===== config.mk =====
export PLATFORM = sky130hd
export DESIGN_NAME = crc16_frame_checker_unit
export DESIGN_NICKNAME = d
export VERILOG_FILES = /design/src/cfc_pkg.sv /design/src/cfc_frame_core.sv /design/src/cfc_result_reg.sv /design/src/crc16_frame_checker_unit.sv
export SDC_FILE = /design/constraint.sdc
export NUM_CORES = 1
export LEC_CHECK = 0
export BUFFER_PORTS_ARGS = -buffer_cell sky130_fd_sc_hd__buf_2
export CORE_MARGIN = 5
export CORE_UTILIZATION = 45
export CTS_CLUSTER_SIZE = 25
export DETAILED_ROUTE_END_ITERATION = 8
export GPL_TIMING_DRIVEN = 0
export PLACE_DENSITY = 0.75
export REMOVE_ABC_BUFFERS = 1
export SYNTH_ARGS = -nofsm -noshare
export SYNTH_HDL_FRONTEND = slang
export SYNTH_SLANG_ARGS = --single-unit

===== constraint.sdc =====
create_clock -name clk -period 5.94 [get_ports clk]
set_clock_uncertainty 0.15 [all_clocks]
set_input_delay 0.297 -clock clk [delete_from_list [all_inputs] [get_ports clk]]
set_output_delay 0.297 -clock clk [all_outputs]
set_load 0.02 [all_outputs]

===== src/cfc_pkg.sv =====
// ----------------------------------------------------------------------------
// cfc_pkg
// Shared types, constants and the CRC-16 byte update for the frame checker.
// ----------------------------------------------------------------------------
package cfc_pkg;

  localparam int MAGIC_W = 48;
  localparam int COUNT_W = 16;

  localparam logic [MAGIC_W-1:0] MAGIC_RESET   = 48'h585858434944;
  localparam logic [15:0]        CRC_INIT      = 16'hFFFF;
  localparam logic [15:0]        CRC_POLY      = 16'hA001;
  localparam logic [COUNT_W-1:0] COUNT_MAX     = 16'hFFFF;
  localparam logic [COUNT_W-1:0] MAX_FRAME_LEN = 16'd8192;
  localparam logic [COUNT_W-1:0] MIN_FRAME_LEN = 16'd8;
  localparam logic [COUNT_W-1:0] HDR_LEN       = 16'd6;
  localparam logic [COUNT_W-1:0] CMD_POS       = 16'd6;
  localparam logic [COUNT_W-1:0] KIND_POS      = 16'd7;
  localparam logic [COUNT_W-1:0] ADDR_FIRST    = 16'd28;
  localparam logic [COUNT_W-1:0] ADDR_LAST     = 16'd31;
  localparam logic [COUNT_W-1:0] ADDR_MIN_LEN  = 16'd32;
  localparam logic [COUNT_W-1:0] CRC_DELAY     = 16'd2;

  localparam logic [7:0] FWD_KIND      = 8'd1;
  localparam logic [7:0] FWD_CMD_LONG  = 8'd6;
  localparam logic [7:0] FWD_CMD_SHORT = 8'd60;

  localparam logic [1:0] ACT_NONE  = 2'd0;
  localparam logic [1:0] ACT_LONG  = 2'd1;
  localparam logic [1:0] ACT_SHORT = 2'd2;

  typedef struct packed {
    logic        frame_ok;
    logic        header_ok;
    logic        length_ok;
    logic        crc_ok;
    logic [7:0]  cmd_code;
    logic [7:0]  kind_code;
    logic [1:0]  forward_action;
    logic [31:0] dest_addr;
  } result_t;

  // One byte of reflected CRC-16/MODBUS, fully unrolled.
  function automatic logic [15:0] crc16_byte(input logic [15:0] crc_in,
                                             input logic [7:0]  b);
    logic [15:0] c;
    c = crc_in ^ {8'h00, b};
    for (int k = 0; k < 8; k++) begin
      if (c[0]) begin
        c = (c >> 1) ^ CRC_POLY;
      end else begin
        c = c >> 1;
      end
    end
    return c;
  endfunction

endpackage


===== src/cfc_frame_core.sv =====
// ----------------------------------------------------------------------------
// cfc_frame_core
// Per-frame state: byte count, delayed CRC, trailing bytes and held fields.
// Produces the frame verdict combinationally on the final word.
// ----------------------------------------------------------------------------
module cfc_frame_core (
  input  logic                         clk,
  input  logic                         rst,
  input  logic                         fire,
  input  logic [7:0]                   data_byte,
  input  logic                         last_byte,
  input  logic [cfc_pkg::MAGIC_W-1:0]  header_magic,
  output cfc_pkg::result_t             res
);
  import cfc_pkg::*;

  logic [COUNT_W-1:0] byte_count, byte_count_next;
  logic [15:0]        crc_reg, crc_reg_next;
  logic [31:0]        tail_bytes, tail_bytes_next;
  logic               header_match, header_match_next;
  logic [7:0]         cmd_hold, cmd_hold_next;
  logic [7:0]         kind_hold, kind_hold_next;
  logic [31:0]        addr_hold, addr_hold_next;
  logic [7:0]         exp_byte;
  logic               len_ok, crc_ok, hdr_ok, ok;

  always_comb begin
    case (byte_count[2:0])
      3'd0:    exp_byte = header_magic[47:40];
      3'd1:    exp_byte = header_magic[39:32];
      3'd2:    exp_byte = header_magic[31:24];
      3'd3:    exp_byte = header_magic[23:16];
      3'd4:    exp_byte = header_magic[15:8];
      3'd5:    exp_byte = header_magic[7:0];
      default: exp_byte = 8'h00;
    endcase
  end

  always_comb begin
    header_match_next = header_match;
    if (byte_count < HDR_LEN && exp_byte != data_byte) begin
      header_match_next = 1'b0;
    end
    cmd_hold_next  = (byte_count == CMD_POS)  ? data_byte : cmd_hold;
    kind_hold_next = (byte_count == KIND_POS) ? data_byte : kind_hold;
    addr_hold_next = addr_hold;
    if (byte_count >= ADDR_FIRST && byte_count <= ADDR_LAST) begin
      addr_hold_next = {addr_hold[23:0], data_byte};
    end
    // The CRC runs two bytes behind the stream so it never sees the trailer.
    crc_reg_next = (byte_count >= CRC_DELAY) ? crc16_byte(crc_reg, tail_bytes[15:8])
                                             : crc_reg;
    tail_bytes_next = {tail_bytes[23:0], data_byte};
    byte_count_next = (byte_count != COUNT_MAX) ? byte_count + 16'd1 : byte_count;
  end

  always_comb begin
    hdr_ok = (byte_count_next >= HDR_LEN) && header_match_next;
    len_ok = (byte_count_next >= MIN_FRAME_LEN) &&
             (tail_bytes_next[31:16] == byte_count_next);
    crc_ok = (byte_count_next >= MIN_FRAME_LEN) &&
             (tail_bytes_next[15:8] == crc_reg_next[7:0]) &&
             (tail_bytes_next[7:0] == crc_reg_next[15:8]);
    ok = hdr_ok && len_ok && crc_ok && (byte_count_next <= MAX_FRAME_LEN);

    res.frame_ok       = ok;
    res.header_ok      = hdr_ok;
    res.length_ok      = len_ok;
    res.crc_ok         = crc_ok;
    res.cmd_code       = cmd_hold_next;
    res.kind_code      = kind_hold_next;
    res.forward_action = ACT_NONE;
    if (ok && kind_hold_next == FWD_KIND) begin
      if (cmd_hold_next == FWD_CMD_LONG) begin
        res.forward_action = ACT_LONG;
      end else if (cmd_hold_next == FWD_CMD_SHORT) begin
        res.forward_action = ACT_SHORT;
      end
    end
    res.dest_addr = (byte_count_next >= ADDR_MIN_LEN) ? addr_hold_next : 32'h0;
  end

  always_ff @(posedge clk) begin
    if (rst || (fire && last_byte)) begin
      byte_count   <= '0;
      crc_reg      <= CRC_INIT;
      tail_bytes   <= '0;
      header_match <= 1'b1;
      cmd_hold     <= '0;
      kind_hold    <= '0;
      addr_hold    <= '0;
    end else if (fire) begin
      byte_count   <= byte_count_next;
      crc_reg      <= crc_reg_next;
      tail_bytes   <= tail_bytes_next;
      header_match <= header_match_next;
      cmd_hold     <= cmd_hold_next;
      kind_hold    <= kind_hold_next;
      addr_hold    <= addr_hold_next;
    end
  end

endmodule


===== src/cfc_result_reg.sv =====
// ----------------------------------------------------------------------------
// cfc_result_reg
// Result register holding one verdict word until the receiver takes it.
// ----------------------------------------------------------------------------
module cfc_result_reg (
  input  logic              clk,
  input  logic              rst,
  input  logic              load,
  input  cfc_pkg::result_t  res_in,
  input  logic              out_stall,
  output logic              out_valid,
  output cfc_pkg::result_t  res_out
);
  import cfc_pkg::*;

  always_ff @(posedge clk) begin
    if (rst) begin
      out_valid <= 1'b0;
    end else if (load) begin
      out_valid <= 1'b1;
    end else if (!out_stall) begin
      out_valid <= 1'b0;
    end
  end

  always_ff @(posedge clk) begin
    if (load) begin
      res_out <= res_in;
    end
  end

endmodule


===== src/crc16_frame_checker_unit.sv =====
// ----------------------------------------------------------------------------
// crc16_frame_checker_unit
// Byte-stream datagram checker: header magic, length field and CRC-16/MODBUS.
// ----------------------------------------------------------------------------
// The verdict word is registered twice after the final byte is accepted: in the
// input register, then in the result register, where a stalled verdict can hold it.
// Throughput: one byte per cycle; the CRC byte update is unrolled into a single
// logic stage. Only a final byte can wait, and only while a stalled verdict holds.
// Reset (synchronous, active high) clears all frame state, empties both
// registers and restores the header magic to its default value.
module crc16_frame_checker_unit (
  input  logic                         clk,
  input  logic                         rst,
  // Configuration port for the header magic.
  input  logic                         cfg_wr_en,
  input  logic [cfc_pkg::MAGIC_W-1:0]  cfg_wr_data,
  // Input word channel.
  input  logic                         in_valid,
  output logic                         in_stall,
  input  logic [7:0]                   data_byte,
  input  logic                         last_byte,
  // Result word channel.
  output logic                         out_valid,
  input  logic                         out_stall,
  output logic                         frame_ok,
  output logic                         header_ok,
  output logic                         length_ok,
  output logic                         crc_ok,
  output logic [7:0]                   cmd_code,
  output logic [7:0]                   kind_code,
  output logic [1:0]                   forward_action,
  output logic [31:0]                  dest_addr
);
  import cfc_pkg::*;

  logic [MAGIC_W-1:0] header_magic;

  // Input register: holds one accepted word until the frame logic consumes it.
  logic       s1_valid;
  logic [7:0] s1_byte;
  logic       s1_last;

  logic    out_free;
  logic    s1_fire;
  result_t core_res;
  result_t out_res;

  // The result register is free when empty or when its word leaves now.
  assign out_free = !out_valid || !out_stall;

  // A non-final byte only updates frame state, so it never waits on the
  // output side. A final byte needs the result register.
  assign s1_fire  = s1_valid && (!s1_last || out_free);
  assign in_stall = s1_valid && !s1_fire;

  always_ff @(posedge clk) begin
    if (rst) begin
      header_magic <= MAGIC_RESET;
    end else if (cfg_wr_en) begin
      header_magic <= cfg_wr_data;
    end
  end

  always_ff @(posedge clk) begin
    if (rst) begin
      s1_valid <= 1'b0;
    end else if (!in_stall) begin
      s1_valid <= in_valid;
    end
  end

  always_ff @(posedge clk) begin
    if (in_valid && !in_stall) begin
      s1_byte <= data_byte;
      s1_last <= last_byte;
    end
  end

  // Frame state and verdict logic.
  cfc_frame_core u_core (
    .clk          (clk),
    .rst          (rst),
    .fire         (s1_fire),
    .data_byte    (s1_byte),
    .last_byte    (s1_last),
    .header_magic (header_magic),
    .res          (core_res)
  );

  // Result register; loaded only by a final byte.
  cfc_result_reg u_out (
    .clk       (clk),
    .rst       (rst),
    .load      (s1_fire && s1_last),
    .res_in    (core_res),
    .out_stall (out_stall),
    .out_valid (out_valid),
    .res_out   (out_res)
  );

  assign frame_ok       = out_res.frame_ok;
  assign header_ok      = out_res.header_ok;
  assign length_ok      = out_res.length_ok;
  assign crc_ok         = out_res.crc_ok;
  assign cmd_code       = out_res.cmd_code;
  assign kind_code      = out_res.kind_code;
  assign forward_action = out_res.forward_action;
  assign dest_addr      = out_res.dest_addr;

endmodule

=== Word level (Yosys, flattened, before mapping) ===
Index checks and enable logic that the tools add are counted.

* Logic and storage cells: 99
* Bits in registers: 218
* Output and inout port bits: 56

* Bitwise gates (word level): 10
* Reduce and logical (&&, ||, !) cells: 24
* Add/subtract/negate cells: 1
* Order comparisons: 8
* Equal/unequal tests: 16
* Mux-type cells: 19

{| class="wikitable"
|+ Operators by type and width
! kind !! number
|-
| 16-bit two-way mux || 10
|-
| 8-bit case mux with 6 select lines || 1
|-
| 16-bit by 3-bit == test with 1-bit output, second input constant || 2
|-
| 32-bit two-way mux || 1
|-
| 2-bit inverter with 3-bit output || 8
|-
| 16-bit by 1-bit adder with 16-bit output, second input constant || 1
|-
| 16-bit == test || 1
|-
| 8-bit == test || 2
|-
| 16-bit by 2-bit greater-or-equal comparator with 1-bit output, second input constant || 1
|-
| 16-bit by 3-bit greater-or-equal comparator with 1-bit output, second input constant || 1
|-
| 16-bit by 4-bit greater-or-equal comparator with 1-bit output, second input constant || 1
|-
| 16-bit by 5-bit greater-or-equal comparator with 1-bit output, second input constant || 1
|-
| 16-bit by 6-bit greater-or-equal comparator with 1-bit output, second input constant || 1
|-
| 16-bit by 14-bit <= comparator with 1-bit output, second input constant || 1
|-
| 16-bit by 5-bit <= comparator with 1-bit output, second input constant || 1
|-
| 16-bit by 3-bit < comparator with 1-bit output, second input constant || 1
|-
| 8-bit two-way mux || 2
|-
| 16-bit != test, second input constant || 1
|-
| 16-bit by 8-bit XOR with 16-bit output || 1
|-
| 1-bit logical AND || 14
|-
| 8-bit by 1-bit == test with 1-bit output, second input constant || 1
|-
| 8-bit by 3-bit == test with 1-bit output, second input constant || 1
|-
| 8-bit by 6-bit == test with 1-bit output, second input constant || 1
|-
| 8-bit != test || 1
|-
| other kinds (11) || 22
|}

=== Longest topological paths before layout ===
* Depth in word-level cells: 26
* Gate-level depth with buffers: 12
* Gate-level depth less buffers: 10

=== Cells and area by module ===
Synthesis repeated with hierarchy kept, for this count alone.

* Cell total of the unflattened synthesis: 1133
* Area, all modules: 10417.5 um^2

{| class="wikitable"
|+ By module, submodules not included
! module !! area each (um^2) !! times used !! cells an instance !! sequential area each (um^2)
|-
| cfc_frame_core || 6676.4 || 1 || 901 || 2102.0
|-
| crc16_frame_checker_unit || 2090.8 || 1 || 175 || 1251.2
|-
| cfc_result_reg || 1650.3 || 1 || 57 || 1641.6
|}

=== Worst setup path after synthesis ===
OpenSTA, ideal clock, no wires.

* Kind: reg2reg
* Start point: register u_out.out_valid
* End point: register u_core.byte_count[10]
* Cell stages (with the launch flop): 8
* Period minus slack after synthesis: 3.285 ns
* Library setup time: 0.128 ns
* Arrival time: 3.007 ns
* Setup slack: 2.655 ns
* Path buffers: 3
* Cells stage by stage: dfxtp_1 -> nand3_1 -> and3_1 -> or2_2 -> clkbuf_1 -> clkbuf_1 -> buf_1 -> nor2_1

* Cells in the longest elaborated chain, start to end: 6

{| class="wikitable"
|+ RTL lines
! item !! line !! RTL
|-
| start, declared || cfc_result_reg.sv:11 || <nowiki>output logic out_valid,</nowiki>
|-
| start signal, assigned || cfc_result_reg.sv:18 || <nowiki>out_valid <= 1'b0;</nowiki>
|-
| start signal, assigned || cfc_result_reg.sv:20 || <nowiki>out_valid <= 1'b1;</nowiki>
|-
| start signal, assigned || cfc_result_reg.sv:22 || <nowiki>out_valid <= 1'b0;</nowiki>
|-
| 1-bit logical NOT || crc16_frame_checker_unit.sv:49 || <nowiki>assign out_free = !out_valid || !out_stall;</nowiki>
|-
| 1-bit logical OR || crc16_frame_checker_unit.sv:49 ||
|-
| 1-bit logical OR || crc16_frame_checker_unit.sv:53 || <nowiki>assign s1_fire = s1_valid && (!s1_last || out_free);</nowiki>
|-
| 1-bit logical AND || crc16_frame_checker_unit.sv:53 ||
|-
| 1-bit logical AND || -- ||
|-
| named net u_out.load || cfc_result_reg.sv:8 || <nowiki>input logic load,</nowiki>
|-
| 1-bit logical OR || cfc_frame_core.sv:84 || <nowiki>if (rst || (fire && last_byte)) begin</nowiki>
|-
| end signal, assigned || cfc_frame_core.sv:93 || <nowiki>byte_count <= byte_count_next;</nowiki>
|-
| end, declared || cfc_frame_core.sv:17 || <nowiki>logic [COUNT_W-1:0] byte_count, byte_count_next;</nowiki>
|}

The timed path passes the listed nets, and every way through them passes these cells.
A chain may end at the register's enable or synchronous reset.

=== Worst setup path after layout ===
* Start point: register u_core.byte_count[2]
* End point: register u_out.res_out[11] in the netlist's numbering, data pin

* Cells in the longest elaborated chain, start to end: 3
* Elaborated cells on any way between the ends: 8

{| class="wikitable"
|+ RTL lines
! item !! line !! RTL
|-
| 16-bit by 1-bit adder with 16-bit output (tied with other cells) || cfc_frame_core.sv:54 || <nowiki>byte_count_next = (byte_count != COUNT_MAX) ? byte_count + 16'd1 : byte_count;</nowiki>
|-
| 16-bit two-way mux or 1-bit logical AND (tied branches) || cfc_frame_core.sv:54, cfc_frame_core.sv:47 ||
|-
| 16-bit by 6-bit greater-or-equal comparator with 1-bit output or 32-bit two-way mux (tied branches) || cfc_frame_core.sv:80, cfc_frame_core.sv:47 ||
|-
| end signal, assigned || cfc_result_reg.sv:28 || <nowiki>res_out <= res_in;</nowiki>
|-
| end, declared || cfc_result_reg.sv:12 || <nowiki>output cfc_pkg::result_t res_out</nowiki>
|}

Parallel ways exist; a longest one is shown, timed or not.

==> qor.txt <==
EDFF count, synth = 63
syn_area_per_cell = 9.14 um2
DRC errors left = 0
share of Yosys cell area claimed by the top area cell type = 29.7%
Max Root-Sink Buffers = 3
routed via count = 8760
VDD IR max = 163 uV
GRT overflow = 0
Flop pwr share = 48.3%
max FFs per register = 54
Final HPWL DP = 17.3 mm
Reg with most FFs = u_out.res_out
Total Power = 0.00335 W
Worst Path Max Fanout = 32
post-CTS setup buffer count = 0
CTS tree = yes
H-tree level count = 1
final WL = 26.8 mm
layout cells sized above 1 = 16.3%
ANT cells = 0
Worst slew margin = 12.5%
Syn-to-layout area delta = 19.9%
Fin. Hold Viols = 0
register area share after synthesis = 47.8%
RSZ-0062 raised after global routing = false
post-layout min period = 4.56 ns
largest cells by area after synthesis = dfxtp_1, edfxtp_1, nand2_1
Net Switching = 0.000792 W
Cell Area, Synth = 0.0105 mm2
Cells after DPL = 1489
clock share of power = 42.6%
outcome = completed
Vias per Instance = 5.51
Nets = 1328
setup TNS = 0 ns
Int Power = 0.00256 W
final design utilization = 55.1%
antenna viol nets, final = 0
post-synthesis cell type count = 80
flop and latch count out of synthesis = 218
Sink Count = 218
IO buf count = 117
row count = 55
Total GRT Usage = 19.9%
leakage power = 4.88 nW
clock transition at the registers of the reported paths = 0.07 ns
antenna violations before repair = 0
Comb power frac = 9.1%
top flop regs = u_out.res_out: 54 flops, header_magic: 48 flops, u_core.addr_hold: 32 flops
sw frac = 23.7%
Top-Level Pins = 118
Hold Slack = 0.250 ns
Worst setup SP type = flop
WP data arrival = 4.60 ns
DRT iter0 DRCs = 731
Synth Flop Type = dfxtp_1
Pre-Repair DR Iteration Count = 5
# setup viols final = 0
asr flop ratio synth = 0%
Synth Instances = 1144
post-synth top area cell = dfxtp_1
critical setup path kind = reg2reg
synth warn = 0
Num CTS Buffers = 23
CTS Root Cell = clkbuf_16
Pwr Density = 267 mW/mm2
CP Capture Type = flop
wire length per cell = 16.8 um
Die H = 162 um
first-pass GRT wire length = 43.3 mm
Achievable Freq = 219 MHz
fillers = 1941
core box area = 0.0228 mm2
maxcap violations = 0
Hold Path Class = in2reg
routability congestion estimate = 0.895
die width = 162 um
Slew Limit Fails = 0
CP required = 5.98 ns
final instance count without filler cells = 1591
Clock Latency Late Sink = 0.52 ns
Worst Max-Slew Pin Slew = 1.31 ns
final period utilization = 76.7%
initial core utilization = 45.9%
vias in the first global route = 8438
pin count of the biggest net entering global routing = 72
Die Area = 0.0264 mm2
-- cells in the mapped netlist (all sizes together), types with 4 or more instances --
cell,instances
xnor2,41
a222oi,7
xor2,31
o211ai,14
a22o,7
o21ai,19
and3,6
a211oi,10
o22ai,4
and4,7
nand3,17
edfxtp,63
buf,33
a211o,18
a21oi,112
a22oi,7
nor2b,18
mux2i,45
nor2,103
or4,5
ha,5
nand2,218
mux2,8
nor4,17
dfxtp,155
clkbuf,60
inv,20
a221oi,4
nor3,23
and2,4
nand4,16
-- layout by cell type, fill, tap and decap left out, types with 18 or more instances in the layout --
cell type,netlist,routed
buf_2,15,116
inv_1,19,19
nand2_1,218,217
xor2_1,30,30
nor2b_1,18,18
nor3_1,22,22
nor2_1,103,102
mux2i_1,40,40
dfxtp_1,155,155
a21oi_1,112,112
edfxtp_1,63,63
a211o_1,18,18
o21ai_0,19,19
xnor2_1,37,37
dlygate4sd3_1,0,60
clkbuf_16,0,23
-- per-layer routing --
layer  vias to the layer above  global-route usage (%)  share of wire [%]  wire length (um)
met2                       296                    33.7                 48             13000
li1                       4255                       -                  -                 -
met4                         0                    7.19                3.1               820
met3                        59                    2.86                6.4              1710
met5                         -                       0                  0                 0
met1                      4150                    26.0                 42             11300
-- logic make-up after synthesis --
logic type | share of synthesized area [%]
xor+xnor | 7.05
buf+inv | 4.63
mux | 5.51
simple gates | 20.2
fa+ha+maj | 0.598
compound gates | 14.3
flops | 47.8
-- critical path, stage by stage (launching register included) --
cell and delay [ns]:
dfxtp_1 1.08, and4_1 0.57, nand4_1 0.60, a211o_1 0.50
a21oi_1 0.24, and2_1 0.96, a21oi_1 0.12
-- power by group through the flow --
stage	Clock (W)	Combinational (W)	Sequential, W
global route	0.00152	0.000333	0.00162
CTS	0.00146	0.000301	0.00162
finish	0.00143	0.000304	0.00162
global placement	0	0.000259	0.00165
floorplan	0	0.000173	0.00164
detailed placement	0	0.000268	0.00165
-- timing repair --
item / in CTS / in global routing
hold endpoints to repair: 59 / 0
hold buffers: 60 / 0
setup endpoints to repair: 0 / 0
resized for setup: 0 / 0
-- final cells by class --
class	count	area, um2	share of cell area (%)
clock buffers	31	637	5.08
clock inverters	11	119	0.948
inverters	20	75.1	0.599
multi-input cells	813	5000	39.9
flip-flops and latches	218	4990	39.8
well taps	313	392	3.12
repair buffers	185	1330	10.6
-- stage by stage --
step	area [um2]	setup slack [ns]
floorplan	10100	0.720
global placement	11000	-1.86
detailed placement	11200	1.59
CTS	12500	1.55
global route	12500	1.09
finish	12500	1.38
-- final timing paths --
check | startpoint | endpoint | slack (ns) | depth (start not counted)
min reg2reg | u_core.addr_hold[27]$_SDFFE_PP0P_ | u_core.addr_hold[27]$_SDFFE_PP0P_ | 0.31 | 2
max | u_core.byte_count[2]$_SDFFE_PP0P_ | u_out.res_out[11]$_SDFFCE_PN0P_ | 1.38 | 6
max reg2reg | u_core.byte_count[2]$_SDFFE_PP0P_ | u_out.res_out[11]$_SDFFCE_PN0P_ | 1.38 | 6
min | rst | header_magic[39]$_SDFFE_PP0P_ | 0.25 | 2
(Power assumes the default switching activity.)
